**config.mk**
```make
export PLATFORM = sky130hd
export DESIGN_NAME = tmcpg_ram
export DESIGN_NICKNAME = d
export VERILOG_FILES = /design/src/rtl/tmcpg_ram.sv
export SDC_FILE = /design/constraint.sdc
export NUM_CORES = 2
export LEC_CHECK = 0
export BUFFER_PORTS_ARGS = -buffer_cell sky130_fd_sc_hd__buf_4
export CAP_MARGIN = 20
export CELL_PAD_IN_SITES_DETAIL_PLACEMENT = 1
export CELL_PAD_IN_SITES_GLOBAL_PLACEMENT = 2
export CORE_MARGIN = 2
export CORE_UTILIZATION = 45
export DETAILED_ROUTE_END_ITERATION = 7
export PLACE_DENSITY = 0.75
export SLEW_MARGIN = 15
export SYNTH_ARGS = -nofsm -noshare
export SYNTH_HDL_FRONTEND = slang
export SYNTH_SLANG_ARGS = --single-unit
```
**constraint.sdc**
```tcl
create_clock -name clk -period 4 [get_ports clk]
set_input_delay 0 -clock clk [delete_from_list [all_inputs] [get_ports clk]]
set_output_delay 0 -clock clk [all_outputs]
set_load 0.03 [all_outputs]
```
**src/rtl/tmcpg_ram.sv**
```systemverilog
module tmcpg_ram #(
    parameter int WIDTH = 8,
    parameter int DEPTH = 256
) (
    input  logic                     clk,
    input  logic                     we,
    input  logic [$clog2(DEPTH)-1:0] waddr,
    input  logic [WIDTH-1:0]         wdata,
    input  logic                     re,
    input  logic [$clog2(DEPTH)-1:0] raddr,
    output logic [WIDTH-1:0]         rdata
);
    logic [WIDTH-1:0] mem [DEPTH];

    always_ff @(posedge clk)
    begin
        if (we)
        begin
            mem[waddr] <= wdata;
        end
        if (re)
        begin
            rdata <= mem[raddr];
        end
    end
endmodule

```
# --- Word-level counts from Yosys, hierarchy flattened ---
# Memory sizes are Yosys's and may differ from the RTL's. A register that Yosys moved wholly into a read port is not among the register bits.
# Index checks and enable logic that the tools add are counted.
totals:
  ram_bits: 2048
  n_memories: 1
  inputBits: 27
  ff_bits: 0
mem_list:
  columns: ["name", "words", "word_bits", "read_ports", "rd_ports_with_merged_regs", "write_ports", "line", "rtl"]
  rows:
  - ["mem", 256, 8, 1, 1, 1, "13", "logic [WIDTH-1:0] mem [DEPTH];"]
op_classes:
  mux: 2
ops:
  columns: ["cell", "n"]
  rows:
  - ["$mux 1", 2]

# --- Logic depth before layout (Yosys ltp) ---
logic_depth:
  ltp_word: 2
  depth_mapped: 11
  mapped_depth_nobuf: 6

# --- Worst setup path after synthesis ---
# Ideal clock, no wire load.
synth_path:
  kind: "input-to-reg"
  start: "input port raddr[0]"
  end: "register rdata[2] (read register of mem), data pin"
  arrival_time_ns: 1.807
  slack_ns: 1.924
  stages: 9
  path_buffers: 4
  required_ns: 3.731
  path_cell_list: "buf_6 -> buf_12 -> buf_8 -> buf_2 -> mux4_2 -> a22oi_1 -> a21oi_1 -> nor4_1 -> nor4_2"
synth_rtl:
  columns: ["item", "line", "rtl"]
  rows:
  - ["from (decl)", "10", "input logic [$clog2(DEPTH)-1:0] raddr,"]
  - ["to (decl)", "11", "output logic [WIDTH-1:0] rdata"]

# --- Final worst setup path ---
layout_path:
  start: "input port waddr[3]"
  end: "memory mem[186][6], enable pin"
layout_rtl:
  columns: ["item", "line", "rtl"]
  rows:
  - ["from (decl)", "7", "input logic [$clog2(DEPTH)-1:0] waddr,"]
  - ["to (decl)", "13", null]
# Straight into the memory's write port.

==> results by group <==
CTS
  • Clk_lat worst skew: 0.85 ns
  • CTS tree: built
  • CTS sink count: 2056
  • CTS Buf Count: 208
  • Clock root cell: clkbuf_16
  • Htree depth: 4
  • Clk slew on worst S/H paths: 0.06 ns
  • Clk buf depth: 3

Critical path
  • Critical Path AT: 3.28 ns
  • Worst Reg-to-Reg Cells: 7
  • Slowest CP cell: nor2_1
  • Setup crit start: waddr[3]
  • CP Data Required Time: 4.44 ns
  • CP max FO: 11
  • Critical R2R Launch: mem[27][5]$_DFFE_PP_
  • Critical R2R Capture: rdata[5]$_DFFE_PP_
  • Worst setup SP type: primary input
  • Worst R2R Setup Slack: 1.16 ns
  • Crit. End Element: register
  • CP Cell Sequence: dlygate4sd3_1, buf_4, nor2b_1, nand3_2, nor2_1
  • Setup CP Type: primary input to register
  • Largest stage delay, worst path: 1.11 ns

Synth
  • Syn nets: 3760
  • Register area share after synthesis: 0.775
  • Netlist cell types: 54
  • Yosys reg bits: 2056
  • Post-synth top flop: edfxtp_1
  • Leading cell type by number of instances after synthesis: edfxtp_1
  • Syn_area_per_cell: 21.3 um^2
  • Dominant cell type by area after synthesis: edfxtp_1
  • Area contributors post-synth: edfxtp_1 78%, mux4_2 13%, mux2i_1 1.7%, nor2_1 1.3%, a22oi_1 1.3%
  • Ys async rst share: 0
  • Synth cell count leaders: 2056 x edfxtp_1, 454 x mux4_2, 282 x nor2_1, 134 x mux2i_1, 133 x a22oi_1
  • Synthesized instance count: 3733
  • Synth Cell Area: 0.0796 mm^2
  • Ys Warns: 0
  • Area share of the largest cell type after synthesis: 0.775
  • EDFF count, synth: 2056

Floorplanning
  • Row count: 154
  • Die area: 0.180 mm^2
  • Die height: 425 um
  • Die W: 425 um
  • IO Pins: 35
  • Initial core utilization: 0.453
  • Core area: 0.176 mm^2

Status
  • Status: completed

Global route
  • Antenna violations before repair: 4
  • Pin count of the biggest net entering global routing: 133
  • Gr usage total: 0.231
  • First-pass GRT wire length: 300000 um
  • Vias in the first global route: 41100
  • Gr ovfl total: 0

Final layout
  • Layout cells sized above 1: 0.238
  • Storage cell area: 0.0617 mm^2
  • Fill cell count: 15300
  • Layout area overhead: 13.1%
  • Area of the multi-input gates: 0.0165 mm^2
  • Final Instance Count excl. Fillers: 6453
  • ANT cells: 0
  • Final nets: 3964
  • Design Area, Final: 0.0901 mm^2

Detailed routing
  • WL/cell: 31.9 um
  • Post-route DRC violation count: 0
  • Vias: 39200
  • Vias per std cell: 6.07
  • Drt initial violations: 4215
  • Total wire length: 206000 um
  • ANT nets after route: 0
  • TritonRoute pass-1 iters: 5

Placed design
  • Post-DP HPWL: 127000 um
  • Placed cell area: 0.0832 mm^2
  • Pre-CTS WS: 0.661 ns
  • Input/output buffers: 34
  • Inst Count DP: 6050
  • Routability cong.: 0.816

Power and ir drop
  • Pwr per Cell Area: 499 mW/mm^2
  • Peak supply drop: 0.000500 V
  • P_leak: 27.8 nW

STA
  • Max Slew Vio Count: 0
  • Slew headroom: 0.246
  • Setup TNS: 0 ns
  • Worst hold slack: 0.0994 ns
  • Final Hold Viols: 0
  • Tmin final: 2.84 ns
  • RSZ-0062 raised after global routing: false
  • Max Clk Rate: 352 MHz
  • Final Cycle Share: 0.710
  • Final WS setup: 1.16 ns
  • Worst setup skew after layout: 0.0601 ns
  • Pin slew with the least headroom to its limit: 1.13 ns
  • Final setup vio count: 0

Worst hold path
  • Worst hold path class: primary input to register
  • Hold Crit Depth: 3
  • Hold path endpoint: rdata[6]$_DFFE_PP_
  • Hold Startpoint: raddr[4]

Run
  • Max Cap Viol: 0
-- registers in the layout, indices dropped and copies added, names as in the netlist --
signal  count
mem      2048
rdata       8
-- worst max-delay path: cells and delay by family --
family	cells	cell delay [ns]
buf+inv	2	0.70
simple gates	3	2.55
-- what timing repair did --
item                                    CTS  global route
endpoints found under the hold margin  1159             0
hold buffers                             17             0
gates resized for setup                   0             0
buffers inserted                          0             0
-- metrics by stage --
| stage | power (mW) | utilization |
|---|---|---|
| 2_1_floorplan | 25.4 | - |
| 3_3_place_gp | 26.4 | 0.473 |
| 3_5_place_dp | 26.5 | 0.473 |
| 4_1_cts | 45.3 | 0.512 |
| 5_1_grt | 46.2 | 0.512 |
| 6_report | 45.0 | 0.512 |
-- layer usage --
layer,vias to the layer above,share of wire,global-route usage
li1,16100,-,-
met1,21400,0.42,0.327
met2,1426,0.49,0.375
met3,273,0.063,0.0355
met4,0,0.026,0.0647
met5,-,0,0
-- final cells by class --
class / count / share of cell area
inverter: 2 / 0.0000833
multi-input combinational: 1442 / 0.184
timing repair buffer: 227 / 0.0245
tap: 2340 / 0.0325
clock buffer: 249 / 0.0597
clock inverter: 137 / 0.0143
sequential: 2056 / 0.685
-- where the power goes --
part | total [mW] | switching [mW] | internal (mW)
clock network | 19.0 | 8.35 | 10.6
logic | 2.22 | 1.45 | 0.772
registers | 23.8 | 0.0373 | 23.8
total | 45.0 | 9.84 | 35.1
-- layout by cell type (no fill, tap or decap), types with 15 or more instances in the layout --
master / count
dlygate4sd3_1: 17
buf_4: 168
nor4_1: 21
clkinv_1: 59
nand3_1: 28
mux4_2: 454
a21oi_1: 96
edfxtp_1: 2056
nor2b_1: 28
a211oi_1: 16
clkbuf_16: 209
buf_12: 31
o221ai_1: 46
clkinv_2: 42
clkbuf_1: 40
nand2_1: 33
a22oi_1: 133
o22ai_1: 28
bufinv_16: 15
mux2i_1: 134
nor2_1: 279
nor3_1: 22
-- kinds of logic (layout without fill, tap and decap cells) --
family	count (synthesis)	count (layout)	synth area share
flip-flops	2056	2056	0.775
multiplexers	591	591	0.146
AND/OR/NAND/NOR	466	466	0.0263
AO/OA/AOI/OAI	385	385	0.0342
buffers and inverters	235	615	0.0183
-- worst max-delay path by stage --
| stage | to | depth (start not counted) |
|---|---|---|
| after floorplan | rdata[2]$_DFFE_PP_ | 9 |
| after global placement | rdata[6]$_DFFE_PP_ | 8 |
| after detailed placement | rdata[5]$_DFFE_PP_ | 10 |
| after CTS | rdata[4]$_DFFE_PP_ | 6 |
| after global routing | mem[56][7]$_DFFE_PP_ | 6 |
| final | mem[186][6]$_DFFE_PP_ | 5 |
Note: power is estimated with default switching activity, not from simulation.
