$ cat config.mk
export PLATFORM = sky130hd
export DESIGN_NAME = tmcpg_regs
export DESIGN_NICKNAME = d
export VERILOG_FILES = /design/src/rtl/tmcpg_pkg.sv /design/src/rtl/tmcpg_regs.sv
export SDC_FILE = /design/constraint.sdc
export NUM_CORES = 1
export LEC_CHECK = 0
export ABC_AREA = 1
export BUFFER_PORTS_ARGS = -buffer_cell sky130_fd_sc_hd__buf_2
export CAP_MARGIN = 20
export CORE_MARGIN = 2
export CORE_UTILIZATION = 46
export CTS_BUF_LIST = sky130_fd_sc_hd__clkbuf_16
export CTS_CLUSTER_DIAMETER = 80
export DETAILED_ROUTE_END_ITERATION = 6
export HOLD_SLACK_MARGIN = 0.05
export PLACE_DENSITY_LB_ADDON = 0.08
export SLEW_MARGIN = 0
export SYNTH_ARGS = -nofsm -noshare
export SYNTH_HDL_FRONTEND = slang
export SYNTH_SLANG_ARGS = --single-unit
$ cat constraint.sdc
create_clock -name clk -period 1.41 [get_ports clk]
set_input_delay 0.2115 -clock clk [delete_from_list [all_inputs] [get_ports clk]]
set_output_delay 0.2115 -clock clk [all_outputs]
set_load 0.005 [all_outputs]
$ cat src/rtl/tmcpg_pkg.sv
package tmcpg_pkg;

    localparam int GLYPH_ROWS  = 16;
    localparam int GLYPH_COUNT = 512;
    localparam int FONT_DEPTH  = GLYPH_ROWS * GLYPH_COUNT;
    localparam int ROW_AW      = $clog2(GLYPH_ROWS);
    localparam int GLYPH_AW    = $clog2(GLYPH_COUNT);
    localparam int FONT_AW     = GLYPH_AW + ROW_AW;

    localparam int FONT_ADDR_W = 13;
    localparam int GLYPH_BITS  = 8;
    localparam int COL_W       = 4;
    localparam int ROW_W       = 5;
    localparam int COLOR_W     = 4;

    localparam int CFG_COUNT   = 8;
    localparam int CFG_AW      = $clog2(CFG_COUNT) + 2;
    localparam int DATA_W      = 32;

    typedef enum logic
    {
        OP_FONT_WRITE = 1'b0,
        OP_RENDER     = 1'b1
    } op_t;

    typedef enum logic [1:0]
    {
        CUR_SOLID = 2'd0,
        CUR_OFF   = 2'd1,
        CUR_FAST  = 2'd2,
        CUR_SLOW  = 2'd3
    } cursor_mode_t;

    typedef enum logic [2:0]
    {
        REG_CELL_TOTAL_HEIGHT = 3'd0,
        REG_CURSOR_CONTROL    = 3'd1,
        REG_CURSOR_END_ROW    = 3'd2,
        REG_CELL_WIDTHS       = 3'd3,
        REG_SHOWN_ROWS        = 3'd4,
        REG_MODE_FLAGS        = 3'd5,
        REG_COLORS            = 3'd6,
        REG_UNDERLINE_SCAN    = 3'd7
    } cfg_index_t;

    typedef struct packed
    {
        logic [4:0] cell_total_height;
        logic [6:0] cursor_control;
        logic [4:0] cursor_end_row;
        logic [7:0] cell_widths;
        logic [4:0] shown_rows;
        logic [2:0] mode_flags;
        logic [7:0] colors;
        logic [4:0] underline_scan;
    } cfg_t;

    localparam cfg_t CFG_RESET = '{
        cell_total_height: 5'd7,
        cursor_control:    7'd0,
        cursor_end_row:    5'd7,
        cell_widths:       8'd120,
        shown_rows:        5'd8,
        mode_flags:        3'd4,
        colors:            8'd240,
        underline_scan:    5'd7
    };

    localparam logic [23:0] PALETTE [16] = '{
        24'h000000, 24'h555555, 24'h0000AA, 24'h5555FF,
        24'h00AA00, 24'h55FF55, 24'h00AAAA, 24'h55FFFF,
        24'hAA0000, 24'hFF5555, 24'hAA00AA, 24'hFF55FF,
        24'hAA5500, 24'hFFFF55, 24'hAAAAAA, 24'hFFFFFF
    };

endpackage

$ cat src/rtl/tmcpg_regs.sv
module tmcpg_regs (
    input  logic                              clk,
    input  logic                              rst_n,
    input  logic                              psel,
    input  logic                              penable,
    input  logic                              pwrite,
    input  logic [tmcpg_pkg::CFG_AW-1:0]      paddr,
    input  logic [tmcpg_pkg::DATA_W-1:0]      pwdata,
    output logic [tmcpg_pkg::DATA_W-1:0]      prdata,
    output logic                              pready,
    output tmcpg_pkg::cfg_t                   cfg
);
    import tmcpg_pkg::*;

    cfg_t       cfg_reg;
    cfg_t       cfg_next;
    cfg_index_t idx;

    assign idx    = cfg_index_t'(paddr[CFG_AW-1:2]);
    assign pready = 1'b1;
    assign cfg    = cfg_reg;

    always_comb
    begin
        cfg_next = cfg_reg;
        if (psel && penable && pwrite)
        begin
            case (idx)
                REG_CELL_TOTAL_HEIGHT: cfg_next.cell_total_height = pwdata[4:0];
                REG_CURSOR_CONTROL:    cfg_next.cursor_control    = pwdata[6:0];
                REG_CURSOR_END_ROW:    cfg_next.cursor_end_row    = pwdata[4:0];
                REG_CELL_WIDTHS:       cfg_next.cell_widths       = pwdata[7:0];
                REG_SHOWN_ROWS:        cfg_next.shown_rows        = pwdata[4:0];
                REG_MODE_FLAGS:        cfg_next.mode_flags        = pwdata[2:0];
                REG_COLORS:            cfg_next.colors            = pwdata[7:0];
                REG_UNDERLINE_SCAN:    cfg_next.underline_scan    = pwdata[4:0];
                default:               cfg_next = cfg_reg;
            endcase
        end
    end

    always_ff @(posedge clk or negedge rst_n)
    begin
        if (!rst_n)
        begin
            cfg_reg <= CFG_RESET;
        end
        else
        begin
            cfg_reg <= cfg_next;
        end
    end

    always_comb
    begin
        case (idx)
            REG_CELL_TOTAL_HEIGHT: prdata = DATA_W'(cfg_reg.cell_total_height);
            REG_CURSOR_CONTROL:    prdata = DATA_W'(cfg_reg.cursor_control);
            REG_CURSOR_END_ROW:    prdata = DATA_W'(cfg_reg.cursor_end_row);
            REG_CELL_WIDTHS:       prdata = DATA_W'(cfg_reg.cell_widths);
            REG_SHOWN_ROWS:        prdata = DATA_W'(cfg_reg.shown_rows);
            REG_MODE_FLAGS:        prdata = DATA_W'(cfg_reg.mode_flags);
            REG_COLORS:            prdata = DATA_W'(cfg_reg.colors);
            REG_UNDERLINE_SCAN:    prdata = DATA_W'(cfg_reg.underline_scan);
            default:               prdata = '0;
        endcase
    end
endmodule

Word-level counts from Yosys, hierarchy flattened
Cells that the tools add are included.
- eq/ne operators: 7
- muxes and demuxes: 1
- reductions and logical operators: 11
- operators with widths (cell ; number):
    32-bit one-hot mux with 8 select lines ; 1
    2-bit AND reduction ; 8
    3-bit equality test (second input constant) ; 4
    3-bit by 2-bit equality test with 1-bit output (second input constant) ; 2
    3-bit by 1-bit equality test with 1-bit output (second input constant) ; 1
    3-bit logical NOT ; 1
    1-bit logical AND ; 2
- register bits: 46
- output and inout bits: 79
- logic and storage cells: 27

Logic depth before layout (Yosys ltp)
- word-level depth: 3
- mapped depth: 8
- gate-level depth less buffers: 6

Worst setup path after synthesis
OpenSTA, ideal clock, no wires.
- kind: input to output
- start: in paddr[4] in the netlist's numbering
- end: out prdata[4] in the netlist's numbering
- arrival: 0.943 ns
- required time: 1.199 ns
- slack: 0.256 ns
- stages on the path: 6
- cells stage by stage: buf_4 buf_1 nand4_1 nand2_1 nor2_1 nand3_1
- word-level cells in the longest chain between the ends: 2
- elaborated cells between the ends (all ways): 9
- classes of those cells: eq/ne: 7; mux: 1; reduce/logical: 1
- RTL lines (what ; RTL line ; RTL):
    from (decl) ; tmcpg_regs.sv:7 ; input logic [tmcpg_pkg::CFG_AW-1:0] paddr,
    3-bit equality test (tied with other cells) ; tmcpg_regs.sv:56 ; case (idx)
    32-bit one-hot mux with 8 select lines (*) ; tmcpg_regs.sv:56 ;
    to (decl) ; tmcpg_regs.sv:9 ; output logic [tmcpg_pkg::DATA_W-1:0] prdata,
Every way passes the cells marked *; elsewhere a longest branch is shown, timed or not. The select of a mux whose other input is x is not followed.

Final worst setup path
- start: reg cfg_reg (netlist bit cfg[24])
- end: out prdata[3] in the netlist's numbering
- word-level cells in the longest chain between the ends: 1
- RTL lines (what ; RTL line ; RTL):
    from (decl) ; tmcpg_regs.sv:15 ; cfg_t cfg_reg;
    from (signal assigned) ; tmcpg_regs.sv:50 ; cfg_reg <= cfg_next;
    32-bit one-hot mux with 8 select lines ; tmcpg_regs.sv:56 ;
No other way between the ends. The select of a mux whose other input is x is not followed.

==> metrics.txt <==
initial core utilization 47.1%; post-placement cell area 2810 um2; Levels on crit path 5; DP Wirelength 4.44 mm; r2r startpoint cfg[2]; Total Nets Final 429; Clock Skews 0 ns; sequential fraction of design power 44.2%; vias in the first global route 2,008; Worst Setup EP prdata[3]; WP buf/inv 1; final setup violation count 4; Yosys reg bits 46; first-pass GRT wire length 10.3 mm; Reg-to-Reg End cfg[2]; Die H 76.1 um; IO Count 121; final worst slack -0.0313 ns; initial antenna violation count 0; NetSw 1.21 mW; drt initial violations 119; count leader, synth nand2_1; Post-synth EDFFs 0; cell family with most CP delay flip-flops; prevailing post-synth register cell dfrtp_1; CTS tree done; DRC viols 0; maximum vdd drop 0.838 mV; Crit. Startpoint cfg[24]; warnings from Yosys 0; status complete, but fails checks; ant diodes 0; ys async rst share 100%; worst-path cell chain nand4_1, nand2_1, nor2_1, nand3_1, buf_2; Int Pwr 3.01 mW; Max-Cap Viols 0; H-tree depth 2; period utilization 102%; PwrDens 1350 nW/um2; R2R depth 4; Seq/Total Area, Yosys 49.2%; Finished Cell Area 3110 um2; filler cell count 494; unrepaired setup endpoints after global routing yes; max reg flops 46; vias 2,235; post-synth top area share 28.3%; CP required 1.20 ns; share of layout cells above drive strength 1 37.6%; Synth Cell Area 2390 um2; DR WL/cell 13.6 um; clock power share 31.7%; fmax 694 MHz; maximum clock path buffer count 2; CTS Buf Count 5; Post-Syn Area per Cell 8.21 um2; Core Area 5070 um2; Gate power share 24.0%; IO Port Bufs 69; worst-path fanout max 2; Netlist cell types 22; gp weighted congestion 0.837; post-route antenna net violation count 0; crit path kind reg2out; Die Span X 76.1 um; synth-to-layout area growth 30.3%; worst skew pair latency 0.28 ns; violated checks setup timing; Slew Limit Fails 0; Worst Path Arrival 1.23 ns; routed wire length 6.25 mm; GRT Resource Usage Total 22.6%; Worst setup SP type flip-flop; CP peak stage delay 0.53 ns; synth cell count leaders nand2_1, o21ai_0, buf_4, dfrtp_1, nor2_1; vias per inst 4.88; Yosys top cell by area dfrtp_1; worst hold slack 0.146 ns; floorplan row count 26; Switching Fraction 28.6%; Mapped Cells 291; total clock sinks 46; GRT overflow 0; Crit-path slowest cell dfstp_2; Leakage 1.63 nW; Die ar. 5790 um2; Pre-antenna DRT Iters 4; Period minus WS final 1.44 ns; top post-synthesis cells by area dfrtp_1, dfstp_2, nand2_1, buf_4, o21ai_0; clock root buffer clkbuf_16; Setup crit end kind output port; largest net degree at the start of global routing 47; clock slew seen by the registers of the worst setup and hold paths 0.07 ns; Worst R2R Setup Slack 0.48 ns; final hold violation count 0; HP Class in2reg
==> worst min-delay path: stages <==
cell and delay (ns):
buf_2 0.08, nand2_1 0.04, o21ai_0 0.05
==> cells in the final DEF (no fill, tap or decap), types with 2 or more instances in the layout <==
master	synthesis	layout
o211ai_1	2	2
clkbuf_16	0	5
conb_1	2	25
dfrtp_1	27	27
buf_4	29	32
nor3_1	2	2
inv_1	20	16
nand2_2	2	2
o21ai_0	38	38
nand2_1	66	66
inv_2	1	5
nor2_1	27	21
a21oi_1	8	8
nand4_1	23	23
nor3_4	2	2
dfstp_2	19	19
nand3_1	13	12
buf_2	4	68
nor2_2	1	7
==> worst min-delay path by stage <==
stage	start	end	slack (ns)	depth (start not counted)
detailed placement	rst_n	cfg[20]	0.21	2
CTS	pwdata[2]	cfg[7]	0.14	3
global placement	rst_n	cfg[20]	0.21	2
global route	pwdata[2]	cfg[7]	0.15	3
floorplan	rst_n	cfg[13]	-0.08	0
finish	pwdata[2]	cfg[7]	0.15	3
==> kinds of logic (layout without fill, tap and decap cells) <==
family	count (synthesis)	after routing	synth area share, %
buffers and inverters	58	132	13.9
AOI/OAI and AO/OA	48	48	10.3
other	2	25	0.314
and+or+nand+nor	137	137	26.4
DFF	46	46	49.2
==> metal layers <==
layer / global-route usage (%) / routed length (um) / vias to the layer above
met3: 5.09 / 475 / 2
met4: 6.36 / 25 / 0
li1: - / - / 1104
met5: 0 / 0 / -
met2: 34.3 / 2900 / 99
met1: 32.9 / 2850 / 1030
==> cell type report <==
class	instances	area [um2]	share of cell area, %
Timing Repair Buffer	102	611	19.6
Clock inverter	3	43.8	1.41
Clock buffer	5	125	4.02
Tap cell	70	87.6	2.81
Multi-Input combinational cell	210	990	31.8
Sequential cell	46	1170	37.7
Inverter	22	82.6	2.65
==> what timing repair did <==
| action | CTS | global route |
|---|---|---|
| gates resized for setup | 5 | 8 |
| hold endpoints to repair | 27 | 0 |
| pin swaps | 13 | 9 |
| setup buffers | 11 | 3 |
| setup endpoints to repair | 5 | 8 |
| hold buffers | 1 | 0 |
==> per-stage QoR <==
| step | power (mW) | setup TNS [ns] | cells | util (%) | setup slack [ns] |
|---|---|---|---|---|---|
| CTS | 4.21 | -0.108 | 455 | 60.7 | -0.0328 |
| global route | 4.46 | -0.437 | 458 | 61.4 | -0.119 |
| global placement | 2.76 | 0 | 435 | 55.3 | 0.0261 |
| floorplan | 2.32 | 0 | 314 | - | 0.256 |
| finish | 4.21 | -0.0902 | 458 | 61.4 | -0.0313 |
| detailed placement | 2.77 | 0 | 435 | 55.3 | 0.00253 |
==> power by group through the flow <==
stage,Sequential (mW),Clock [mW],Combinational [mW]
floorplan,1.89,0,0.424
global placement,1.90,0,0.859
detailed placement,1.90,0,0.874
CTS,1.86,1.36,0.993
global route,1.90,1.42,1.14
finish,1.86,1.34,1.01
(Power assumes the default switching activity.)
